**src/rtl/core/slpc_pkg.sv**
```systemverilog
// ----------------------------------------------------------------------------
// Stroke line/plus classifier package
// Shared types and constants: command codes, register indexes, widths and the
// structs that pass between the top level and the classifier.
// ----------------------------------------------------------------------------
package slpc_pkg;

   localparam int CoordWidth = 16;
   localparam int SumWidth   = 17;
   localparam int CountWidth = 16;

   // command codes carried in req_tuser
   localparam logic [1:0] CMD_FIRST   = 2'd0;
   localparam logic [1:0] CMD_FURTHER = 2'd1;
   localparam logic [1:0] CMD_LAST    = 2'd2;
   localparam logic [1:0] CMD_TICK    = 2'd3;

   // configuration register indexes
   localparam logic [1:0] REG_MIN_POINTS   = 2'd0;
   localparam logic [1:0] REG_ASPECT_RATIO = 2'd1;
   localparam logic [1:0] REG_TOL_FACTOR   = 2'd2;
   localparam logic [1:0] REG_EXPIRE_TICKS = 2'd3;

   localparam logic [9:0]  MIN_POINTS_RESET   = 10'd10;
   localparam logic [7:0]  ASPECT_RATIO_RESET = 8'd10;
   localparam logic [7:0]  TOL_FACTOR_RESET   = 8'd64;
   localparam logic [15:0] EXPIRE_TICKS_RESET = 16'd5000;

   typedef struct packed {
      logic [9:0]  min_points;
      logic [7:0]  aspect_ratio;
      logic [7:0]  tol_factor;
      logic [15:0] expire_ticks;
   } cfg_type;

   // box of the stroke as it stands after the item was applied
   typedef struct packed {
      logic [1:0]            cmd;
      logic [CoordWidth-1:0] low_x;
      logic [CoordWidth-1:0] high_x;
      logic [CoordWidth-1:0] low_y;
      logic [CoordWidth-1:0] high_y;
      logic [CountWidth-1:0] points;
   } box_snap_type;

   typedef struct packed {
      logic                  valid;
      logic                  horizontal;
      logic [SumWidth-1:0]   sum_x;
      logic [SumWidth-1:0]   sum_y;
      logic [CoordWidth-1:0] tol_x;
      logic [CoordWidth-1:0] tol_y;
   } kept_line_type;

   typedef struct packed {
      logic                  valid_line;
      logic                  horizontal;
      logic                  vertical;
      logic                  plus_sign;
      logic [CountWidth-1:0] point_count;
      logic [CoordWidth-1:0] box_width;
      logic [CoordWidth-1:0] box_height;
      logic [SumWidth-1:0]   center_x_doubled;
      logic [SumWidth-1:0]   center_y_doubled;
   } result_type;

endpackage

```
**src/rtl/core/slpc_classifier.sv**
```systemverilog
// ----------------------------------------------------------------------------
// Stroke classifier
// Classifies a finished stroke box by aspect ratio, computes its tolerances
// and tests it against the stored line for a plus sign.
// ----------------------------------------------------------------------------
module slpc_classifier (
   input  slpc_pkg::box_snap_type  snap,
   input  slpc_pkg::cfg_type       cfg,
   input  slpc_pkg::kept_line_type kept,
   input  logic [15:0]             age_ticks,
   output slpc_pkg::result_type    result,
   output slpc_pkg::kept_line_type kept_new
);

   logic [15:0] w_raw, h_raw, w, h;
   logic [16:0] sx, sy;
   logic [23:0] ar_h, ar_w, tol_w, tol_h;
   logic [15:0] tx, ty;
   logic        enough, hor, ver, valid, alive;
   logic [16:0] dx, dy;
   logic [15:0] htol_x, vtol_y;
   logic        plus;

   always_comb begin
      w_raw = snap.high_x - snap.low_x;
      h_raw = snap.high_y - snap.low_y;
      w     = (w_raw == 16'd0) ? 16'd1 : w_raw;
      h     = (h_raw == 16'd0) ? 16'd1 : h_raw;
      sx    = {1'b0, snap.low_x} + {1'b0, snap.high_x};
      sy    = {1'b0, snap.low_y} + {1'b0, snap.high_y};

      ar_h  = {16'd0, cfg.aspect_ratio} * {8'd0, h};
      ar_w  = {16'd0, cfg.aspect_ratio} * {8'd0, w};
      tol_w = {16'd0, cfg.tol_factor} * {8'd0, w};
      tol_h = {16'd0, cfg.tol_factor} * {8'd0, h};
      tx    = tol_w[23:8];
      ty    = tol_h[23:8];

      enough = snap.points >= {6'd0, cfg.min_points};
      hor    = enough && ({8'd0, w} >= ar_h);
      ver    = enough && !hor && ({8'd0, h} >= ar_w);
      valid  = hor || ver;

      // the stored line takes part only while unexpired
      alive  = kept.valid && (age_ticks < cfg.expire_ticks);
      dx     = (sx >= kept.sum_x) ? sx - kept.sum_x : kept.sum_x - sx;
      dy     = (sy >= kept.sum_y) ? sy - kept.sum_y : kept.sum_y - sy;
      htol_x = hor ? tx : kept.tol_x;
      vtol_y = hor ? kept.tol_y : ty;
      plus   = valid && alive && (kept.horizontal != hor)
               && (dx <= {htol_x, 1'b0}) && (dy <= {vtol_y, 1'b0});

      result.valid_line       = valid;
      result.horizontal       = hor;
      result.vertical         = ver;
      result.plus_sign        = plus;
      result.point_count      = snap.points;
      result.box_width        = w;
      result.box_height       = h;
      result.center_x_doubled = sx;
      result.center_y_doubled = sy;

      kept_new.valid      = 1'b1;
      kept_new.horizontal = hor;
      kept_new.sum_x      = sx;
      kept_new.sum_y      = sy;
      kept_new.tol_x      = tx;
      kept_new.tol_y      = ty;
   end

endmodule

```
**src/rtl/core/stroke_line_plus_classifier_unit.sv**
```systemverilog
// ----------------------------------------------------------------------------
// Stroke line and plus-sign classifier, top level
// A last-point item is held in the stage-one snapshot, then its result in the
// output register. Throughput: one item per cycle unless a last point waits on a
//   full, undrained output register; the box update and the classify stage overlap.
// Only last-point items make a result; first, further and tick items vanish.
// Reset (synchronous, active high) clears box, count, stored line and age,
//   loads register defaults and empties both pipeline stages.
// ----------------------------------------------------------------------------
module stroke_line_plus_classifier_unit (
   input  logic        clock,
   input  logic        reset,
   // input items
   input  logic        req_tvalid,
   output logic        req_tready,
   input  logic [31:0] req_tdata,   // [15:0] x, [31:16] y
   input  logic [1:0]  req_tuser,   // [1:0] command
   // result items
   output logic        rsp_tvalid,
   input  logic        rsp_tready,
   // [15:0] point_count, [31:16] box_width, [47:32] box_height,
   // [64:48] center_x_doubled, [81:65] center_y_doubled, [87:82] zero
   output logic [87:0] rsp_tdata,
   // [0] valid_line, [1] horizontal, [2] vertical, [3] plus_sign
   output logic [3:0]  rsp_tuser,
   // configuration writes
   input  logic        csr_we,
   input  logic [1:0]  csr_index,
   input  logic [15:0] csr_wdata
);

   // ---- configuration registers ----
   slpc_pkg::cfg_type cfg_ff, cfg_in;

   always_comb begin
      cfg_in = cfg_ff;
      if (csr_we) begin
         case (csr_index)
            slpc_pkg::REG_MIN_POINTS:   cfg_in.min_points   = csr_wdata[9:0];
            slpc_pkg::REG_ASPECT_RATIO: cfg_in.aspect_ratio = csr_wdata[7:0];
            slpc_pkg::REG_TOL_FACTOR:   cfg_in.tol_factor   = csr_wdata[7:0];
            slpc_pkg::REG_EXPIRE_TICKS: cfg_in.expire_ticks = csr_wdata;
            default:                    cfg_in = cfg_ff;
         endcase
      end
   end

   always_ff @(posedge clock) begin
      if (reset) begin
         cfg_ff.min_points   <= slpc_pkg::MIN_POINTS_RESET;
         cfg_ff.aspect_ratio <= slpc_pkg::ASPECT_RATIO_RESET;
         cfg_ff.tol_factor   <= slpc_pkg::TOL_FACTOR_RESET;
         cfg_ff.expire_ticks <= slpc_pkg::EXPIRE_TICKS_RESET;
      end else begin
         cfg_ff <= cfg_in;
      end
   end

   // ---- handshake and stage control ----
   logic req_accept;
   logic s1_valid_ff, s1_valid_in;
   logic s1_produces, adv_b;
   logic out_valid_ff, out_valid_in;

   slpc_pkg::box_snap_type s1_ff, s1_in;

   // A stage-one item that makes no result always moves on; a last point
   // waits only when the output register is full and not being drained.
   assign s1_produces = s1_valid_ff && (s1_ff.cmd == slpc_pkg::CMD_LAST);
   assign adv_b       = s1_valid_ff && (!s1_produces || !out_valid_ff || rsp_tready);
   assign req_tready  = !s1_valid_ff || adv_b;
   assign req_accept  = req_tvalid && req_tready;

   // ---- stage one: stroke box and point count ----
   logic [15:0] in_x, in_y;
   logic [15:0] low_x_ff, high_x_ff, low_y_ff, high_y_ff, points_ff;
   logic [15:0] low_x_in, high_x_in, low_y_in, high_y_in, points_in;

   assign in_x = req_tdata[15:0];
   assign in_y = req_tdata[31:16];

   always_comb begin
      low_x_in  = low_x_ff;
      high_x_in = high_x_ff;
      low_y_in  = low_y_ff;
      high_y_in = high_y_ff;
      points_in = points_ff;
      case (req_tuser)
         slpc_pkg::CMD_FIRST: begin
            // start a fresh box at this point
            low_x_in  = in_x;
            high_x_in = in_x;
            low_y_in  = in_y;
            high_y_in = in_y;
            points_in = 16'd1;
         end
         slpc_pkg::CMD_FURTHER, slpc_pkg::CMD_LAST: begin
            // grow the box; count saturates
            if (points_ff != 16'hFFFF) points_in = points_ff + 16'd1;
            if (in_x < low_x_ff)  low_x_in  = in_x;
            if (in_x > high_x_ff) high_x_in = in_x;
            if (in_y < low_y_ff)  low_y_in  = in_y;
            if (in_y > high_y_ff) high_y_in = in_y;
         end
         default: ;
      endcase

      s1_in.cmd    = req_tuser;
      s1_in.low_x  = low_x_in;
      s1_in.high_x = high_x_in;
      s1_in.low_y  = low_y_in;
      s1_in.high_y = high_y_in;
      s1_in.points = points_in;

      if (req_accept)  s1_valid_in = 1'b1;
      else if (adv_b)  s1_valid_in = 1'b0;
      else             s1_valid_in = s1_valid_ff;
   end

   always_ff @(posedge clock) begin
      if (reset) begin
         low_x_ff    <= '0;
         high_x_ff   <= '0;
         low_y_ff    <= '0;
         high_y_ff   <= '0;
         points_ff   <= '0;
         s1_valid_ff <= 1'b0;
      end else begin
         s1_valid_ff <= s1_valid_in;
         if (req_accept) begin
            low_x_ff  <= low_x_in;
            high_x_ff <= high_x_in;
            low_y_ff  <= low_y_in;
            high_y_ff <= high_y_in;
            points_ff <= points_in;
         end
      end
   end

   // snapshot is payload: no reset needed
   always_ff @(posedge clock) begin
      if (req_accept) s1_ff <= s1_in;
   end

   // ---- stage two: classify, plus test, stored line ----
   slpc_pkg::kept_line_type kept_ff, kept_in, kept_new;
   slpc_pkg::result_type    result, out_ff;
   logic [15:0]             age_ff, age_in;

   slpc_classifier u_classifier (
      .snap      (s1_ff),
      .cfg       (cfg_ff),
      .kept      (kept_ff),
      .age_ticks (age_ff),
      .result    (result),
      .kept_new  (kept_new)
   );

   always_comb begin
      kept_in = kept_ff;
      age_in  = age_ff;
      if (adv_b) begin
         if (s1_produces && result.valid_line) begin
            // a new valid line always replaces the stored one
            kept_in = kept_new;
            age_in  = 16'd0;
         end else if (s1_ff.cmd == slpc_pkg::CMD_TICK && age_ff != 16'hFFFF) begin
            age_in = age_ff + 16'd1;
         end
      end

      if (adv_b && s1_produces) out_valid_in = 1'b1;
      else if (rsp_tready)      out_valid_in = 1'b0;
      else                      out_valid_in = out_valid_ff;
   end

   always_ff @(posedge clock) begin
      if (reset) begin
         kept_ff      <= '0;
         age_ff       <= '0;
         out_valid_ff <= 1'b0;
      end else begin
         kept_ff      <= kept_in;
         age_ff       <= age_in;
         out_valid_ff <= out_valid_in;
      end
   end

   always_ff @(posedge clock) begin
      if (adv_b && s1_produces) out_ff <= result;
   end

   // ---- result port ----
   assign rsp_tvalid = out_valid_ff;
   assign rsp_tuser  = {out_ff.plus_sign, out_ff.vertical, out_ff.horizontal,
                        out_ff.valid_line};
   assign rsp_tdata  = {6'd0, out_ff.center_y_doubled, out_ff.center_x_doubled,
                        out_ff.box_height, out_ff.box_width, out_ff.point_count};

endmodule

```
**config.mk**
```make
export PLATFORM = sky130hd
export DESIGN_NAME = stroke_line_plus_classifier_unit
export DESIGN_NICKNAME = d
export VERILOG_FILES = /design/src/rtl/core/slpc_pkg.sv /design/src/rtl/core/slpc_classifier.sv /design/src/rtl/core/stroke_line_plus_classifier_unit.sv
export SDC_FILE = /design/constraint.sdc
export NUM_CORES = 2
export LEC_CHECK = 0
export BUFFER_PORTS_ARGS = -buffer_cell sky130_fd_sc_hd__buf_4
export CAP_MARGIN = 20
export CORE_ASPECT_RATIO = 1.4
export CORE_MARGIN = 1
export CORE_UTILIZATION = 56
export DETAILED_ROUTE_END_ITERATION = 6
export GPL_TIMING_DRIVEN = 0
export PLACE_DENSITY = 0.73
export SYNTH_ARGS = -nofsm -noshare
export SYNTH_HDL_FRONTEND = slang
export SYNTH_SLANG_ARGS = --single-unit
export TNS_END_PERCENT = 20
```
**constraint.sdc**
```tcl
create_clock -name clock -period 25.5 [get_ports clock]
set_input_delay 0 -clock clock [delete_from_list [all_inputs] [get_ports clock]]
set_output_delay 0 -clock clock [all_outputs]
set_load 0.05 [all_outputs]
```
# After elaboration in Yosys (flattened, before gate mapping)
# Cells that the tools add are included.
# totals
reg_bits,376
input_bits,57
out_inout_bits,94
wordCells,127
# classes
addsub,10
multipliers,4
n_lt_le_gt_ge,12
n_eq_ne,10
mux,22
reduce_logical,36
# op_table
op,n
two-way mux 16 bit,11
one-hot mux 16 bit (2 select lines),5
multiplier 8 x 16 -> 24 bit,4
subtractor 17 bit,4
greater-or-equal comparator 16 x 24 -> 1 bit,2
< comparator 16 bit,3
adder 16 x 16 -> 17 bit,2
greater-or-equal comparator 17 bit,2
<= comparator 17 bit,2
two-way mux 17 bit,2
"adder 16 x 1 -> 16 bit, second input constant",2
> comparator 16 bit,2
zero test 16 bit,2
"inequality test 16 bit, second input constant",2
subtractor 16 bit,2
greater-or-equal comparator 16 x 10 -> 1 bit,1
logical AND 1 bit,14
AND reduction 2 bit,6
"== test 2 bit, second input constant",5
nonzero test 2 bit,3
"== test 2 x 1 -> 1 bit, second input constant",2
zero test 1 bit,4
zero test 2 bit,2
logical OR 1 bit,4
3 further kinds,6

# Logic depth before layout (Yosys ltp)
# logic_depth
ltp_word,14
mapped_depth,51
depth_no_buf,49

# Hierarchy
# A second synthesis with hierarchy kept.
# unflattened
cells_unflattened,4780
area_unflattened_um2,41632.4
# modules_own_cells
mod,instances,cells_each,area_per_inst_um2,seq_area_each_um2
slpc_classifier,1,3116,24851.3,0.0
stroke_line_plus_classifier_unit,1,1664,16781.1,9208.8

# Worst setup path before layout
# No wires, ideal clock.
# synth_path
path_kind,flip-flop to flip-flop
start,reg s1_ff[17] (netlist name)
end,"reg out_ff, in the netlist rsp_tuser[3] (data pin)"
setup_ps,207
arrival_time_ps,10806
required_ps,25293
path_slack_ps,14487
path_stages_with_launch,49
n_path_buf,3
period_less_slack_ps,11013
path_cell_list,edfxtp_1 ha_1 nor2b_1 o21a_1 o21ai_0 a211oi_1 or3_1 a31o_2 a21oi_1 xor2_1 o41ai_1 clkbuf_1 nand2_1 fa_1 fa_1 inv_1 fa_1 inv_1 (+13 left out) or4b_1 a2bb2oi_1 nand4b_1 buf_4 inv_6 buf_2 mux2i_1 ha_1 nor2b_1 o21a_1 o21a_1 o21a_1 o21a_1 o211ai_1 a211oi_1 a2111oi_0 a41oi_1 a2111oi_0
# synth_lines
element,line_no,text
"start, declared",stroke_line_plus_classifier_unit.sv:65,"slpc_pkg::box_snap_type s1_ff, s1_in;"
"start signal, assigned",stroke_line_plus_classifier_unit.sv:142,if (req_accept) s1_ff <= s1_in;
"end signal, assigned",stroke_line_plus_classifier_unit.sv:190,if (adv_b && s1_produces) out_ff <= result;
"end, declared",stroke_line_plus_classifier_unit.sv:147,"slpc_pkg::result_type result, out_ff;"

==> results.txt <==
- The run finished with clean final reports.
- The worst setup path is launched from a flop.
- Number of primary I/O pins: 151
- The initial utilization of the core area, before any placement, comes to 56.6%.
* Overall die area: 71100 sq um
- Port Buffers: 143
* HPWL after DPL: 89900 um
* Insertion delay of the later-clocked pin in the worst-skew pair: 0.61 ns
- Number of buffers between clock root and the deepest sink: 3
- # DRC: 0
* Total routed wirelength: 112000 um
- Count of cells resized by post-cts repair: 0
- Pin count of the biggest net entering global routing: 74
- The initial antenna violation count was 2.
- The count of endpoints failing hold in the final timing report is 0.
* Share of flip-flops with an asynchronous set or reset: 0%
- In this run the core area contains 114 standard-cell rows.
- Cell type with the highest aggregate area in the netlist: sky130_fd_sc_hd__fa_1
- Yosys attributes the largest share of cell area to sky130_fd_sc_hd__fa_1, sky130_fd_sc_hd__ha_1, sky130_fd_sc_hd__edfxtp_1.
* Most used flip-flop cell after synthesis: sky130_fd_sc_hd__dfxtp_1
- The die is 315 um tall.
- Setup violations remaining at the end of the flow were counted as 0.
* Root buffer cell: sky130_fd_sc_hd__clkbuf_16
- Yosys top cell area share: 17.5%
* Post-route antenna net violation count: 0
- After layout, the design draws a total of 4360 uW.
- The first detailed-routing pass took 6 iterations.
* CP Data Required Time: 25.74 ns
* Multi-input combinational cell area: 26800 sq um
- Critical Path Start: s1_ff[33]$_DFFE_PP_
* Setup repair after global routing missed its margin: false
- Max-capacitance violation count: 0
- Sequential fraction of the synthesis area: 23.5%
- Transition time of the tightest slew-check pin: 1.20 ns
- First-pass GRT wire length: 176000 um
- Static Leakage: 0.0194 uW
- Synth Warn #: 0
- For this design, the CTS-stage hold fixing added 62 buffers.
* Startpoint of the worst-slack reg-to-reg timing path: s1_ff[33]$_DFFE_PP_
- Startpoint of the lowest-slack hold path: csr_we
- Based on the critical path, the design can be clocked at up to 68.2 MHz.
* Final net count: 5486
- Min Tclk post-route: 14.67 ns
- Area of the mapped netlist: 39200 sq um
- By instance count, the leading cell after synthesis is sky130_fd_sc_hd__inv_1.
* Clock Skews: 0.0289 ns
* Avg Inst Size Synth: 8.97 sq um
* Cell count after synthesis: 4367
- In this run the number of H-tree levels came out at 2.
- Worst-case vdd ir drop: 0.000121 V
* Worst Path Max Fanout: 10
- Crit path capture type: flop
* Class of the tightest hold or removal check: in2reg
- Final Max Slew Viols: 0
- Vias after detailed routing: 32290
- Among all stages on the critical path, the largest delay is contributed by sky130_fd_sc_hd__a2111oi_1.
- Fraction of layout instances using a drive strength above 1: 6.32%
- Total placed cells including tap cells: 5456
* Distinct cell type count of the synthesized netlist: 86
- After clock tree synthesis, the setup repair step added 0 buffers.
* Synthesis-stage register bit count: 376
- The critical path in this run is classified as reg2reg.
- The finished layout holds 5596 standard cells, fillers aside.
- Die Width: 226 um
- Delay of the slowest critical-path stage: 1.03 ns
* CTS sink cnt: 376
- Congestion Overflow GR: 0
- Count of routing violations after the opening detailed-route iteration: 1924
- Registers take 9210 sq um.
- Global routing used 32.2% of the available tracks.
- Worst slew margin: 19.4%
- Hold Slack: 0.0594 ns
* Core region area: 69200 sq um
- Of the available clock period, the critical path in the final layout requires 57.5%.
- From synthesis to final layout, the design area changed by 11.3%.
- In this run the power density over the cells is 100 nW/um^2.
- The number of global-route vias before repair came to 33183.
- Top cells by instance count after synthesis: sky130_fd_sc_hd__inv_1, sky130_fd_sc_hd__ha_1, sky130_fd_sc_hd__nand2_1, sky130_fd_sc_hd__fa_1, sky130_fd_sc_hd__a21oi_1
- TritonCTS clock tree: done
- Post-detailed-route via-to-cell ratio: 5.77
- Clock-pin slew was measured on the worst setup and hold paths at 0.08 ns.
- After detailed routing, the average wire length per cell comes to 20.1 um.
- Most used cell along the critical path: sky130_fd_sc_hd__o21a_1
- Final estimated routing congestion in global placement: 0.971
* Post-synth EDFFs: 168
- The filler cells instantiated in the layout total 5952.
- Across all register-to-register paths, the minimum setup slack is 10.83 ns.
- Data on the critical path arrives at its endpoint at 14.91 ns.
- After routing, the total negative slack on setup checks comes to 0 ns.
- TritonCTS buffer count: 40
[power breakdown]
| group | leakage [uW] | total (uW) | internal, uW | switching [uW] |
|---|---|---|---|---|
| logic | 0.0154 | 3050 | 1160 | 1880 |
| clock network | 0.000651 | 615 | 342 | 273 |
| registers | 0.00331 | 702 | 678 | 24.2 |
| total | 0.0194 | 4360 | 2180 | 2180 |
[flip-flops by register name, summed over array words and instances (netlist names)]
name / count
high_x_ff: 16
low_y_ff: 16
points_ff: 16
s1_ff: 82
kept_ff: 68
age_ff: 16
s1_valid_ff: 1
rsp_tdata: 82
cfg_ff: 42
low_x_ff: 16
high_y_ff: 16
rsp_tuser: 4
rsp_tvalid: 1
[worst paths after layout]
check / endpoint / cells past startpoint
hold / removal: cfg_ff[0]$_SDFFE_PP0P_ / 5
hold reg to reg: rsp_tdata[14]$_DFFE_PP_ / 0
setup / recovery: rsp_tuser[3]$_DFFE_PP_ / 50
setup reg to reg: rsp_tuser[3]$_DFFE_PP_ / 50
[per-layer routing]
layer	global-route usage, %	share of wire [%]	wire length (um)
met4	26.2	9.5	10700
met1	33.8	36	40400
met3	4.15	5.0	5670
met5	0	0	0
met2	57.4	49	55600
[metrics by stage]
stage,utilization (%),worst slack [ns],instance area (sq um)
4_1_cts,63.0,11.11,43600
2_1_floorplan,-,14.49,39200
3_5_place_dp,60.1,11.19,41600
6_report,63.0,10.83,43600
5_1_grt,63.0,10.33,43600
3_3_place_gp,59.9,10.26,41400
[cell usage in the layout, fill, tap and decap left out, drive strengths merged, types with 13 or more instances in the layout]
cell type / instances
inv: 627
buf: 187
fa: 342
o21ai: 155
a21oi: 273
nand3: 74
a21o: 88
o21bai: 13
nand2: 422
a22o: 66
o21a: 50
and3: 19
a32o: 33
o31ai: 18
a32oi: 16
ha: 453
nor2: 171
xor2: 59
a211oi: 55
clkbuf: 238
nor2b: 66
nand2b: 30
and2: 258
a31oi: 25
edfxtp: 168
mux2i: 56
or3: 14
or2: 17
dfxtp: 208
o211ai: 17
xnor2: 94
nand4: 37
dlygate4sd3: 62
nor3: 63
[critical path, delay by kind of cell (launching register included)]
family	cells	cell delay, ns
AOI/OAI and AO/OA	24	6.63
muxes	1	0.25
adders and majority gates	8	3.00
DFF	1	0.46
buffers and inverters	8	1.55
xor gates and xnor gates	2	0.65
and+or+nand+nor	7	1.74
[cell families after synthesis]
| kind of cell | count (synthesis) | share of synthesized area (%) |
|---|---|---|
| DFF | 376 | 23.5 |
| and+or+nand+nor | 1226 | 15.6 |
| other | 1 | 0.00957 |
| adders and majority gates | 795 | 31.9 |
| muxes | 66 | 1.72 |
| buffers and inverters | 838 | 8.21 |
| xor gates and xnor gates | 153 | 3.42 |
| AOI/OAI and AO/OA | 912 | 15.6 |
[layout make-up]
class | count | share of cell area (%)
antenna | 3 | 0.0172
buffer | 216 | 2.03
clock buffer | 51 | 2.51
clock inverter | 22 | 0.611
inverter | 622 | 5.37
multi-input combinational | 3158 | 61.4
sequential | 376 | 21.1
tap | 928 | 2.66
timing repair buffer | 220 | 4.23
Note: power is estimated with default switching activity, not from simulation.
